==> src/design/swwt_pkg.sv <==
// Package for the signal wait and wake table.
// Holds table sizing, field widths, codes, the entry record and the
// command and status structs that join the controller and the datapath.
package swwt_pkg;

    // Table sizing.
    localparam int TABLE_DEPTH = 16;
    localparam int IDX_W       = (TABLE_DEPTH > 1) ? $clog2(TABLE_DEPTH) : 1;
    localparam int CNT_W       = $clog2(TABLE_DEPTH + 1);

    // Field widths.
    localparam int THREAD_W = 8;
    localparam int TYPE_W   = 8;
    localparam int ADDR_W   = 32;
    localparam int TICK_W   = 32;
    localparam int IN_DW    = THREAD_W + TYPE_W + ADDR_W + TICK_W;
    localparam int OUT_DW   = THREAD_W + TYPE_W + ADDR_W;

    // Special values.
    localparam logic [TICK_W-1:0] FOREVER      = '1;
    localparam logic [TYPE_W-1:0] TIMEOUT_CODE = 8'hFF;

    // Item kinds; the fourth code is unused: an item with it is accepted and only captures its payload.
    typedef enum logic [1:0] {
        KIND_WAIT  = 2'd0,
        KIND_RAISE = 2'd1,
        KIND_TICK  = 2'd2
    } t_kind;

    // Result status codes.
    typedef enum logic [1:0] {
        ST_MATCH   = 2'd0,
        ST_TIMEOUT = 2'd1,
        ST_WAIT_OK = 2'd2,
        ST_FULL    = 2'd3
    } t_status;

    // Controller states.
    typedef enum logic [1:0] {
        S_IDLE,
        S_APPEND,
        S_SCAN,
        S_FINISH
    } t_state;

    // One table entry.
    typedef struct packed {
        logic [THREAD_W-1:0] thread;
        logic [TYPE_W-1:0]   stype;
        logic [ADDR_W-1:0]   addr;
        logic [TICK_W-1:0]   start;
        logic [TICK_W-1:0]   limit;
    } t_entry;

    // One result waiting to be sent.
    typedef struct packed {
        t_status             status;
        logic [THREAD_W-1:0] thread;
        logic [TYPE_W-1:0]   stype;
        logic [ADDR_W-1:0]   addr;
    } t_result;

    // Commands from the controller to the datapath.
    typedef struct packed {
        logic latch;      // capture the input payload
        logic tick;       // advance the tick counter
        logic scan_start; // read entry zero, reset scan pointers
        logic step;       // process the entry in the read register
        logic raise;      // current scan compares type and address
        logic append;     // store a new entry or report the table full
        logic flush;      // send the held result as the final one
    } t_dp_cmd;

    // Status from the datapath to the controller.
    typedef struct packed {
        logic count_zero;
        logic scan_last;
        logic woken;
        logic pend_valid;
        logic out_free;
    } t_dp_stat;

endpackage

==> src/design/swwt_ctrl.sv <==
// Controller state machine for the signal wait and wake table.
// Depends on swwt_pkg; drives the datapath only through t_dp_cmd.
module swwt_ctrl
    import swwt_pkg::*;
(
    input  logic        i_clk,
    input  logic        i_rst_n,
    input  logic        s_axis_tvalid,
    output logic        s_axis_tready,
    input  logic [1:0]  s_axis_tuser,   // kind
    input  t_dp_stat    i_stat,
    output t_dp_cmd     o_cmd
);

    t_state r_state, n_state;
    logic   r_raise, n_raise;

    // State and scan mode registers.
    always_ff @(posedge i_clk) begin
        if (!i_rst_n) begin
            r_state <= S_IDLE;
            r_raise <= 1'b0;
        end else begin
            r_state <= n_state;
            r_raise <= n_raise;
        end
    end

    // Next state and commands.
    always_comb begin
        n_state       = r_state;
        n_raise       = r_raise;
        s_axis_tready = 1'b0;
        o_cmd         = '0;
        o_cmd.raise   = r_raise;
        unique case (r_state)
            S_IDLE: begin
                s_axis_tready = 1'b1;
                if (s_axis_tvalid) begin
                    o_cmd.latch = 1'b1;
                    unique case (s_axis_tuser)
                        KIND_WAIT: begin
                            n_state = S_APPEND;
                        end
                        KIND_RAISE: begin
                            n_raise = 1'b1;
                            if (!i_stat.count_zero) begin
                                o_cmd.scan_start = 1'b1;
                                n_state          = S_SCAN;
                            end
                        end
                        KIND_TICK: begin
                            n_raise    = 1'b0;
                            o_cmd.tick = 1'b1;
                            if (!i_stat.count_zero) begin
                                o_cmd.scan_start = 1'b1;
                                n_state          = S_SCAN;
                            end
                        end
                        default: begin
                            n_state = S_IDLE;
                        end
                    endcase
                end
            end
            S_APPEND: begin
                o_cmd.append = 1'b1;
                n_state      = S_FINISH;
            end
            S_SCAN: begin
                // A wake must first move the held result out, which needs room.
                if (!(i_stat.woken && i_stat.pend_valid && !i_stat.out_free)) begin
                    o_cmd.step = 1'b1;
                    if (i_stat.scan_last) begin
                        n_state = S_FINISH;
                    end
                end
            end
            S_FINISH: begin
                if (!i_stat.pend_valid) begin
                    n_state = S_IDLE;
                end else if (i_stat.out_free) begin
                    o_cmd.flush = 1'b1;
                    n_state     = S_IDLE;
                end
            end
            default: begin
                n_state = S_IDLE;
            end
        endcase
    end

endmodule

==> src/design/swwt_dp.sv <==
// Datapath for the signal wait and wake table: entry memory, scan
// pointers, tick counter, held result and output register. Uses swwt_pkg.
module swwt_dp
    import swwt_pkg::*;
(
    input  logic              i_clk,
    input  logic              i_rst_n,
    input  logic [IN_DW-1:0]  s_axis_tdata,   // thread_id, signal_type, signal_addr, wait_timeout
    output logic              m_axis_tvalid,
    input  logic              m_axis_tready,
    output logic [OUT_DW-1:0] m_axis_tdata,   // woken_thread, wake_type, wake_addr
    output logic [1:0]        m_axis_tuser,   // status
    output logic              m_axis_tlast,
    input  t_dp_cmd           i_cmd,
    output t_dp_stat          o_stat
);

    // Captured input payload.
    logic [THREAD_W-1:0] r_thread;
    logic [TYPE_W-1:0]   r_type;
    logic [ADDR_W-1:0]   r_addr;
    logic [TICK_W-1:0]   r_timeout;

    // Time, fill count and scan pointers.
    logic [TICK_W-1:0]   r_now;
    logic [CNT_W-1:0]    r_count, n_count;
    logic [IDX_W-1:0]    r_idx;
    logic [CNT_W-1:0]    r_keep, n_keep;

    // Entry memory and its read register.
    t_entry              mem [TABLE_DEPTH];
    t_entry              r_rd;
    logic                rd_en;
    logic [IDX_W-1:0]    rd_addr;
    logic                wr_en;
    logic [IDX_W-1:0]    wr_addr;
    t_entry              wr_data;

    // Held result and output register.
    logic                r_pend_valid;
    t_result             r_pend, n_pend;
    logic                r_out_valid;
    t_result             r_out;
    logic                r_out_last;

    logic                hit;
    logic                expired;
    logic                woken;
    logic [TICK_W:0]     deadline;
    logic                has_room;
    logic                push_mid;
    logic                push_last;
    logic                out_free;

    // Match and expiry checks on the entry being scanned.
    assign deadline = {1'b0, r_rd.start} + {1'b0, r_rd.limit};
    assign expired  = (r_rd.limit != FOREVER) && ({1'b0, r_now} >= deadline);
    assign hit      = i_cmd.raise && (r_rd.stype == r_type) && (r_rd.addr == r_addr);
    assign woken    = hit || expired;
    assign has_room = (r_count < CNT_W'(TABLE_DEPTH));
    assign out_free = !r_out_valid || m_axis_tready;

    assign push_mid  = i_cmd.step && woken && r_pend_valid;
    assign push_last = i_cmd.flush && r_pend_valid;

    assign o_stat.count_zero = (r_count == '0);
    assign o_stat.scan_last  = ((CNT_W'(r_idx) + 1'b1) == r_count);
    assign o_stat.woken      = woken;
    assign o_stat.pend_valid = r_pend_valid;
    assign o_stat.out_free   = out_free;

    // Memory port selection.
    always_comb begin
        rd_en   = i_cmd.scan_start || (i_cmd.step && !o_stat.scan_last);
        rd_addr = i_cmd.scan_start ? '0 : IDX_W'(r_idx + 1'b1);
        wr_en   = (i_cmd.append && has_room) || (i_cmd.step && !woken);
        wr_addr = i_cmd.append ? r_count[IDX_W-1:0] : r_keep[IDX_W-1:0];
        wr_data = r_rd;
        if (i_cmd.append) begin
            wr_data.thread = r_thread;
            wr_data.stype  = r_type;
            wr_data.addr   = r_addr;
            wr_data.start  = r_now;
            wr_data.limit  = r_timeout;
        end
    end

    // Entry memory: one write and one registered read per cycle.
    always_ff @(posedge i_clk) begin
        if (wr_en) begin
            mem[wr_addr] <= wr_data;
        end
        if (rd_en) begin
            r_rd <= mem[rd_addr];
        end
    end

    // Input payload capture.
    always_ff @(posedge i_clk) begin
        if (i_cmd.latch) begin
            r_thread  <= s_axis_tdata[THREAD_W-1:0];
            r_type    <= s_axis_tdata[THREAD_W +: TYPE_W];
            r_addr    <= s_axis_tdata[THREAD_W+TYPE_W +: ADDR_W];
            r_timeout <= s_axis_tdata[THREAD_W+TYPE_W+ADDR_W +: TICK_W];
        end
    end

    // Next fill count and keep pointer.
    always_comb begin
        n_count = r_count;
        n_keep  = r_keep;
        if (i_cmd.scan_start) begin
            n_keep = '0;
        end else if (i_cmd.step) begin
            if (!woken) begin
                n_keep = r_keep + 1'b1;
            end
            if (o_stat.scan_last) begin
                n_count = n_keep;
            end
        end else if (i_cmd.append && has_room) begin
            n_count = r_count + 1'b1;
        end
    end

    // Tick counter, fill count and scan pointers.
    always_ff @(posedge i_clk) begin
        if (!i_rst_n) begin
            r_now   <= '0;
            r_count <= '0;
            r_idx   <= '0;
            r_keep  <= '0;
        end else begin
            if (i_cmd.tick && (r_now != '1)) begin
                r_now <= r_now + 1'b1;
            end
            r_count <= n_count;
            r_keep  <= n_keep;
            if (i_cmd.scan_start) begin
                r_idx <= '0;
            end else if (i_cmd.step) begin
                r_idx <= IDX_W'(r_idx + 1'b1);
            end
        end
    end

    // Result to hold back until the next one shows whether it is the last.
    always_comb begin
        n_pend = r_pend;
        if (i_cmd.append) begin
            n_pend.status = has_room ? ST_WAIT_OK : ST_FULL;
            n_pend.thread = r_thread;
            n_pend.stype  = r_type;
            n_pend.addr   = r_addr;
        end else if (i_cmd.step && woken) begin
            n_pend.status = hit ? ST_MATCH : ST_TIMEOUT;
            n_pend.thread = r_rd.thread;
            n_pend.stype  = hit ? r_type : TIMEOUT_CODE;
            n_pend.addr   = hit ? r_addr : '0;
        end
    end

    // Held result valid flag.
    always_ff @(posedge i_clk) begin
        if (!i_rst_n) begin
            r_pend_valid <= 1'b0;
        end else if (i_cmd.append || (i_cmd.step && woken)) begin
            r_pend_valid <= 1'b1;
        end else if (i_cmd.flush) begin
            r_pend_valid <= 1'b0;
        end
    end

    always_ff @(posedge i_clk) begin
        r_pend <= n_pend;
    end

    // Output register: a held result moves out when a newer one arrives or at the end.
    always_ff @(posedge i_clk) begin
        if (!i_rst_n) begin
            r_out_valid <= 1'b0;
        end else if (push_mid || push_last) begin
            r_out_valid <= 1'b1;
        end else if (m_axis_tready) begin
            r_out_valid <= 1'b0;
        end
    end

    always_ff @(posedge i_clk) begin
        if (push_mid || push_last) begin
            r_out      <= r_pend;
            r_out_last <= push_last;
        end
    end

    assign m_axis_tvalid = r_out_valid;
    assign m_axis_tdata  = {r_out.addr, r_out.stype, r_out.thread};
    assign m_axis_tuser  = r_out.status;
    assign m_axis_tlast  = r_out_last;

endmodule

==> src/design/signal_wait_wake_table.sv <==
// Channel   Dir  Bits  Contents (lowest bit first)
// s_axis    in   80    tdata: thread_id, signal_type, signal_addr, wait_timeout
//                      tuser: kind
// m_axis    out  48    tdata: woken_thread, wake_type, wake_addr
//                      tuser: status; tlast: final result of the item
//
// A wait is accepted, then stored in the table (or reported full), then its result is handed off.
// A raise or tick scans the stored entries: the scan reads one entry per cycle, unless
// a wake waits for the output, through the read port of the table memory and writes
// survivors toward the front through its write port. On an empty table no scan is made.
// Reset (synchronous, active low) empties the table and clears the tick counter.
// A wake waits while a result is held and the output register still holds an unaccepted transaction.
// Top level of the signal wait and wake table; uses swwt_pkg, swwt_ctrl and swwt_dp.
module signal_wait_wake_table
    import swwt_pkg::*;
(
    input  logic              i_clk,
    input  logic              i_rst_n,
    input  logic              s_axis_tvalid,
    output logic              s_axis_tready,
    input  logic [IN_DW-1:0]  s_axis_tdata,   // thread_id, signal_type, signal_addr, wait_timeout
    input  logic [1:0]        s_axis_tuser,   // kind
    output logic              m_axis_tvalid,
    input  logic              m_axis_tready,
    output logic [OUT_DW-1:0] m_axis_tdata,   // woken_thread, wake_type, wake_addr
    output logic [1:0]        m_axis_tuser,   // status
    output logic              m_axis_tlast
);

    t_dp_cmd  cmd;
    t_dp_stat stat;

    // Sequencer.
    swwt_ctrl u_ctrl (
        .i_clk         (i_clk),
        .i_rst_n       (i_rst_n),
        .s_axis_tvalid (s_axis_tvalid),
        .s_axis_tready (s_axis_tready),
        .s_axis_tuser  (s_axis_tuser),
        .i_stat        (stat),
        .o_cmd         (cmd)
    );

    // Table, timer and result path.
    swwt_dp u_dp (
        .i_clk         (i_clk),
        .i_rst_n       (i_rst_n),
        .s_axis_tdata  (s_axis_tdata),
        .m_axis_tvalid (m_axis_tvalid),
        .m_axis_tready (m_axis_tready),
        .m_axis_tdata  (m_axis_tdata),
        .m_axis_tuser  (m_axis_tuser),
        .m_axis_tlast  (m_axis_tlast),
        .i_cmd         (cmd),
        .o_stat        (stat)
    );

endmodule
==> config.mk <==
export PLATFORM = sky130hd
export DESIGN_NAME = signal_wait_wake_table
export DESIGN_NICKNAME = d
export VERILOG_FILES = /design/src/design/swwt_pkg.sv /design/src/design/swwt_ctrl.sv /design/src/design/swwt_dp.sv /design/src/design/signal_wait_wake_table.sv
export SDC_FILE = /design/constraint.sdc
export NUM_CORES = 2
export LEC_CHECK = 0
export BUFFER_PORTS_ARGS = -buffer_cell sky130_fd_sc_hd__clkbuf_2
export CORE_ASPECT_RATIO = 0.6
export CORE_UTILIZATION = 55
export CTS_CLUSTER_SIZE = 16
export DETAILED_ROUTE_END_ITERATION = 8
export HOLD_SLACK_MARGIN = 0.05
export PLACE_DENSITY = 0.7
export SYNTH_ARGS = -nofsm -noshare
export SYNTH_HDL_FRONTEND = slang
export SYNTH_SLANG_ARGS = --single-unit
==> constraint.sdc <==
create_clock -name i_clk -period 14.1 [get_ports i_clk]
set_input_delay 2.115 -clock i_clk [delete_from_list [all_inputs] [get_ports i_clk]]
set_output_delay 2.115 -clock i_clk [all_outputs]
set_load 0.005 [all_outputs]
# [After elaboration in Yosys (flattened, before gate mapping)]
# Memory sizes are Yosys's and may differ from the RTL's. A register that Yosys moved wholly into a read port is not among the register bits.
# Cells that the tools add are included.
[totals] register_bits=232 mem_bits_rw=1792 input_bits=86 out_inout_bits=53 memories=1
[memory_table] name="u_dp.mem" depth=16 width=112 rd=1 rd_ports_with_merged_regs=1 write_ports=1 line="swwt_dp.sv:31" text="t_entry mem [TABLE_DEPTH];"
[op_classes] addsub=6 n_lt_le_gt_ge=2 eq_ne=16 mux=40 bitwise_logic=2 n_reduce_logical=35
[ops] operator="$mux 112" count=1
[ops] operator="$mux 50" count=2
[ops] operator="$ne 32x32->1 const B" count=2
[ops] operator="$add 32x32->33" count=1
[ops] operator="$ge 32x33->1" count=1
[ops] operator="$add 32x1->32 const B" count=1
[ops] operator="$eq 32x32->1" count=1
[ops] operator="$mux 32" count=1
[ops] operator="$mux 5" count=4
[ops] operator="$mux 1" count=18
[ops] operator="$logic_and 1x1->1" count=12
[ops] operator="$mux 2" count=6
[ops] operator="$add 5x1->5 const B" count=2
[ops] operator="$reduce_bool 2->1" count=5
[ops] operator="$eq 8x8->1" count=1
[ops] operator="$mux 4" count=2
[ops] operator="$mux 8" count=1
[ops] operator="$pmux 2 s4" count=1
[ops] operator="$eq 2x2->1 const B" count=3
[ops] operator="$logic_or 1x1->1" count=6
[ops] operator="$mux 3" count=2
[ops] operator="$ne 2x2->1 const B" count=3
[ops] operator="$ne 3x3->1 const B" count=2
[ops] operator="$reduce_and 3->1" count=2
[ops] operator="other kinds (14)" count=21

# [Depth between registers and ports, before layout]
[logic_depth] ltp_word=12 ltp_mapped=25 mapped_depth_nobuf=23

# [By module]
# From an unflattened synthesis, not the netlist that was laid out.
[unflattened] cells_unflattened=5223 hier_area_um2=86187.7
[modules_own_cells] mod="swwt_dp" n_inst=1 cells_per_inst=5182 area_per_inst_um2=85886.1 seq_area_each_um2=63571.0
[modules_own_cells] mod="swwt_ctrl" n_inst=1 cells_per_inst=41 area_per_inst_um2=301.5 seq_area_each_um2=60.1

# [Least setup slack after synthesis]
# OpenSTA, ideal clock, no wires.
[synth_path] path_type="register -> register" startpoint="register, netlist name u_dp.r_rd[0]" endpoint="register, netlist name u_dp.r_rd[0]" arrival_ns=12.016 path_slack_ns=1.346 stages_incl_launch_ff=22 period_less_slack_ns=12.754 cell_sequence="edfxtp_1 ha_1 fa_1 a211oi_1 o21ai_0 a31oi_1 o21ai_1 a21oi_1 nor2b_1 o21a_1 o41ai_1 nor3_1 a211oi_1 ha_1 a21oi_1 o21ai_1 a211oi_1 o41ai_1 o311ai_1 and3_4 o31ai_1 o21ai_0"
[synth_between] elab_chain_cells=10 elab_cells_between_ends=11 cone_classes="add/sub (1); order compare (1); eq/ne (1); mux (2); reduce/logical (6)"
[synth_lines] element="$add 32x32->33" line="swwt_dp.sv:56" text="assign deadline = {1'b0, r_rd.start} + {1'b0, r_rd.limit};"
[synth_lines] element="$ge 32x33->1" line="swwt_dp.sv:57" text="assign expired = (r_rd.limit != FOREVER) && ({1'b0, r_now} >= deadline);"
[synth_lines] element="$logic_and 1x1->1 *" line="swwt_dp.sv:57"
[synth_lines] element="$logic_or 1x1->1 *" line="swwt_dp.sv:59" text="assign woken = hit || expired;"
[synth_lines] element="$logic_and 1x1->1 * (2 in a row)" line="swwt_ctrl.sv:72" text="if (!(i_stat.woken && i_stat.pend_valid && !i_stat.out_free)) begin"
[synth_lines] element="$mux 1 *" line="swwt_ctrl.sv:72"
[synth_lines] element="$mux 1 *" line="swwt_ctrl.sv:36" text="unique case (r_state)"
[synth_lines] element="$logic_and 1x1->1 *" line="swwt_dp.sv:74" text="rd_en = i_cmd.scan_start || (i_cmd.step && !o_stat.scan_last);"
[synth_lines] element="$logic_or 1x1->1 *" line="swwt_dp.sv:74"
[synth_lines] element="via u_dp.rd_en" line="swwt_dp.sv:33" text="logic rd_en;"
# Mark *: on every way through the listed nets, which the timed path passes. The rest lies on a longest branch.
# A chain may end at the register's enable or synchronous reset.

# [Final worst setup path]
[layout_path] startpoint="register, netlist name u_dp.r_rd[0]" endpoint="memory u_dp.mem[8][104] (netlist name), enable pin"
[layout_between] elab_chain_cells=12 elab_cells_between_ends=14 cone_classes="add/sub (1); order compare (1); eq/ne (1); mux (4); reduce/logical (7)"
[layout_lines] element="$add 32x32->33" line="swwt_dp.sv:56"
[layout_lines] element="$ge 32x33->1" line="swwt_dp.sv:57"
[layout_lines] element="$logic_and 1x1->1 *" line="swwt_dp.sv:57"
[layout_lines] element="$logic_or 1x1->1 *" line="swwt_dp.sv:59"
[layout_lines] element="$logic_and 1x1->1 (2 in a row)" line="swwt_ctrl.sv:72"
[layout_lines] element="$mux 1" line="swwt_ctrl.sv:72"
[layout_lines] element="$mux 1" line="swwt_ctrl.sv:36"
[layout_lines] element="$logic_and 1x1->1 *" line="swwt_dp.sv:76" text="wr_en = (i_cmd.append && has_room) || (i_cmd.step && !woken);"
[layout_lines] element="$logic_or 1x1->1 *" line="swwt_dp.sv:76"
[layout_lines] element="$mux 1 *" line="swwt_dp.sv:90" text="if (wr_en) begin"
[layout_lines] element="$mux 1 (implied by the code) *" line="swwt_dp.sv:91" text="mem[wr_addr] <= wr_data;"
[layout_lines] element="to (decl)" line="swwt_dp.sv:31"
# Mark *: on every way between the ends. The rest lies on a longest branch, timed or not.

==> out/results.ini <==
[yosys]
async_reset_ff_share_pct=0
synth.top_cell.area_share_pct=71.6
synthesis.area_um2=87400
synth_seq_area_share_pct=72.8
synth_area_per_cell_um2=14.7
synth_cell_type_count=72
synthFlopType=edfxtp_1
synth.area.top_cells=edfxtp_1 (72%), mux4_2 (2.9%), nor2_1 (2.3%), o311ai_0 (2.2%), nand2_1 (2.2%)
synth_top_cell_by_area=edfxtp_1
synth_nets=6117
ys_warn_count=0
synth_seq_cells=2136
synth_edf_count=2085
postSynthCellCount=5955

[sta]
hold_slack_ps=391
slew_headroom_pct=20.7
rsz0062_at_grt=false
setup_tns_ps=0
clock.fmax_ghz=0.115
hold_viol_final=0
post-route-period-util_pct=61.6
period_minus_slack_ps=8680
setup_viol=0
worstMarginPinSlew_ps=1180
worst_slack_ps=5420
maxSlewViolCount=0
skew_ps=71.0

[critical_path]
worst-path-buf-inv=2
reg2reg_from=u_dp.r_rd[0]$_DFFE_PP_
critical_path_depth=25
end_kind=register
cp.arrival_ps=9150
crit_path_end=u_dp.mem[8][104]$_DFFE_PP_
crit_fanout=44
crit_required_ps=14560
r2r_end=u_dp.mem[8][104]$_DFFE_PP_
crit_start=u_dp.r_rd[0]$_DFFE_PP_
cpPeakStageDelay_ps=790
critPathSlowestCell=buf_4
ff2ff_path_depth=25
startpoint_type=register
r2r_slack_ps=5420
cpLargestDelayFamily=compound AO/OA/AOI/OAI gates
worstSetupPathType=register to register

[final_layout]
drive_above_1_share_pct=12.2
final_common_cell=edfxtp_1
layout.cells.non_filler=8212
insertedDiodeCount=0
n_fill_cell=11537
layout_common_cells=edfxtp_1 (2,085), nor2_1 (511), nand2_1 (505)
fin_area_um2=96000
final_util_pct=61.2
fin_nets=6121
synthToLayoutAreaGrowth_pct=9.74

[floorplanning]
die_w_um=517
die_area_um2=161000
ioPinCount=139
num_rows=112
die_y_um=311
core-area_um2=157000
start_util_pct=55.8

[power]
p_comb_share_pct=27.7
clkPwrFrac_pct=26.1
power.density_nw_per_um2=200
internal_power_mw=12.9
switching_share_pct=32.8
seqPwrFrac_pct=46.2
report.power.total_mw=19.2
power_leakage_nw=30.0
power.switching_mw=6.29
peakVddDrop_mv=0.250

[drt]
vias_per_cell=6.26
route.detailed.drc=0
detail-route-antenna-nets=0
avgRoutedWirePerCell_um=26.2
totalWireLength_mm=216
vias=51417
first_pass_iters=6
drt_iter0_drc=6934

[grt]
first_global_vias=47929
grt_start_max_net_pins=219
grt_use_total_pct=26.6
grt_pass1_wl_mm=318
antenna_found_initial=7
gr-total-overflow=0

[clock_network]
htree_levels=4
cts.sinks=2136
post_cts_resized=0
cts.root.buffer_cell=clkbuf_16
clock_path_buffers=4
cts_made_buffers=193
clkTransAtPathRegs_ps=60
clk_latency_ps=850
cts_hold_buf=0
post-cts-setup-buffer-count=0
cts_tree=yes

[placement]
globalplace.congestion=0.908
hpwl_mm=113
dp.cells=7873
placed_area_um2=90100
preCtsSetupSlack_ps=5600
portBuffers=138

[min_path]
hold_path.class=register to register

[status]
status=complete, no violations

[job]
cap_viol_max_count=0

-- worst min-delay path by stage --
stage / to / start / slack [ps] / cells after the start
floorplan: u_dp.m_axis_tdata[0]$_DFFE_PP_ / u_dp.r_pend[40]$_DFFE_PP_ / 400 / 0
global placement: u_dp.m_axis_tdata[26]$_DFFE_PP_ / u_dp.r_pend[10]$_DFFE_PP_ / 400 / 0
detailed placement: u_dp.m_axis_tdata[29]$_DFFE_PP_ / u_dp.r_pend[13]$_DFFE_PP_ / 400 / 0
CTS: u_dp.m_axis_tdata[16]$_DFFE_PP_ / u_dp.r_pend[0]$_DFFE_PP_ / 380 / 0
global route: u_dp.m_axis_tdata[16]$_DFFE_PP_ / u_dp.r_pend[0]$_DFFE_PP_ / 400 / 0
finish: u_dp.m_axis_tdata[16]$_DFFE_PP_ / u_dp.r_pend[0]$_DFFE_PP_ / 390 / 0
-- cell usage after synthesis (all sizes together) (37+ instances only) --
library cell  instances
buf                  59
nand2b              238
a211oi              234
a31oi               234
mux2                113
nor2                530
nand3                37
dfxtp                51
nand2               507
mux4                112
a21oi               282
o311ai              226
edfxtp             2085
xnor2                68
nor2b                40
clkbuf              345
ha                   75
o21ai               255
and2                230
-- sequential cells by signal, indices dropped and copies added (netlist names) --
name	flops
u_dp.m_axis_tdata	48
u_dp.r_idx	4
u_dp.r_timeout	32
u_dp.r_pend	50
u_ctrl.r_raise	1
u_dp.m_axis_tuser	2
u_dp.r_pend_valid	1
u_dp.m_axis_tvalid	1
u_dp.r_keep	5
u_dp.m_axis_tlast	1
u_dp.r_type	8
u_ctrl.r_state	2
u_dp.mem	1792
u_dp.r_now	32
u_dp.r_addr	32
u_dp.r_rd	112
u_dp.r_count	5
u_dp.r_thread	8
-- layer usage --
layer,up-vias,track usage [%],part of all wire (%)
li1,22814,-,-
met1,25901,43.7,46
met2,2436,37.0,43
met3,260,5.07,9.7
met4,6,4.93,1.5
met5,-,0,0.018
-- power groups by stage --
stage / registers, mW / logic [mW] / clock network [mW]
finish: 8.88 / 5.31 / 5.02
detailed placement: 9.00 / 5.20 / 0
global route: 8.91 / 5.75 / 5.32
global placement: 8.98 / 5.11 / 0
floorplan: 8.91 / 3.51 / 0
CTS: 8.87 / 5.24 / 5.08
-- kinds of logic after synthesis --
kind of cell / after synthesis / share of synthesized area [%]
DFF: 2136 / 72.8
and+or+nand+nor: 1688 / 9.12
AOI/OAI and AO/OA: 1284 / 9.54
muxes: 228 / 4.37
buffers and inverters: 440 / 2.07
adders and majority gates: 76 / 1.10
xor gates and xnor gates: 103 / 1.03
-- layout make-up --
type,count,area (um2),area share (%)
repair buffers,215,1510,1.57
flip-flops and latches,2136,63600,66.3
clock inverters,96,793,0.827
clock buffers,243,5060,5.27
inverters,34,129,0.134
multi-input cells,3379,22200,23.1
well taps,2109,2640,2.75
No activity file was read; power rests on OpenSTA's default activity.
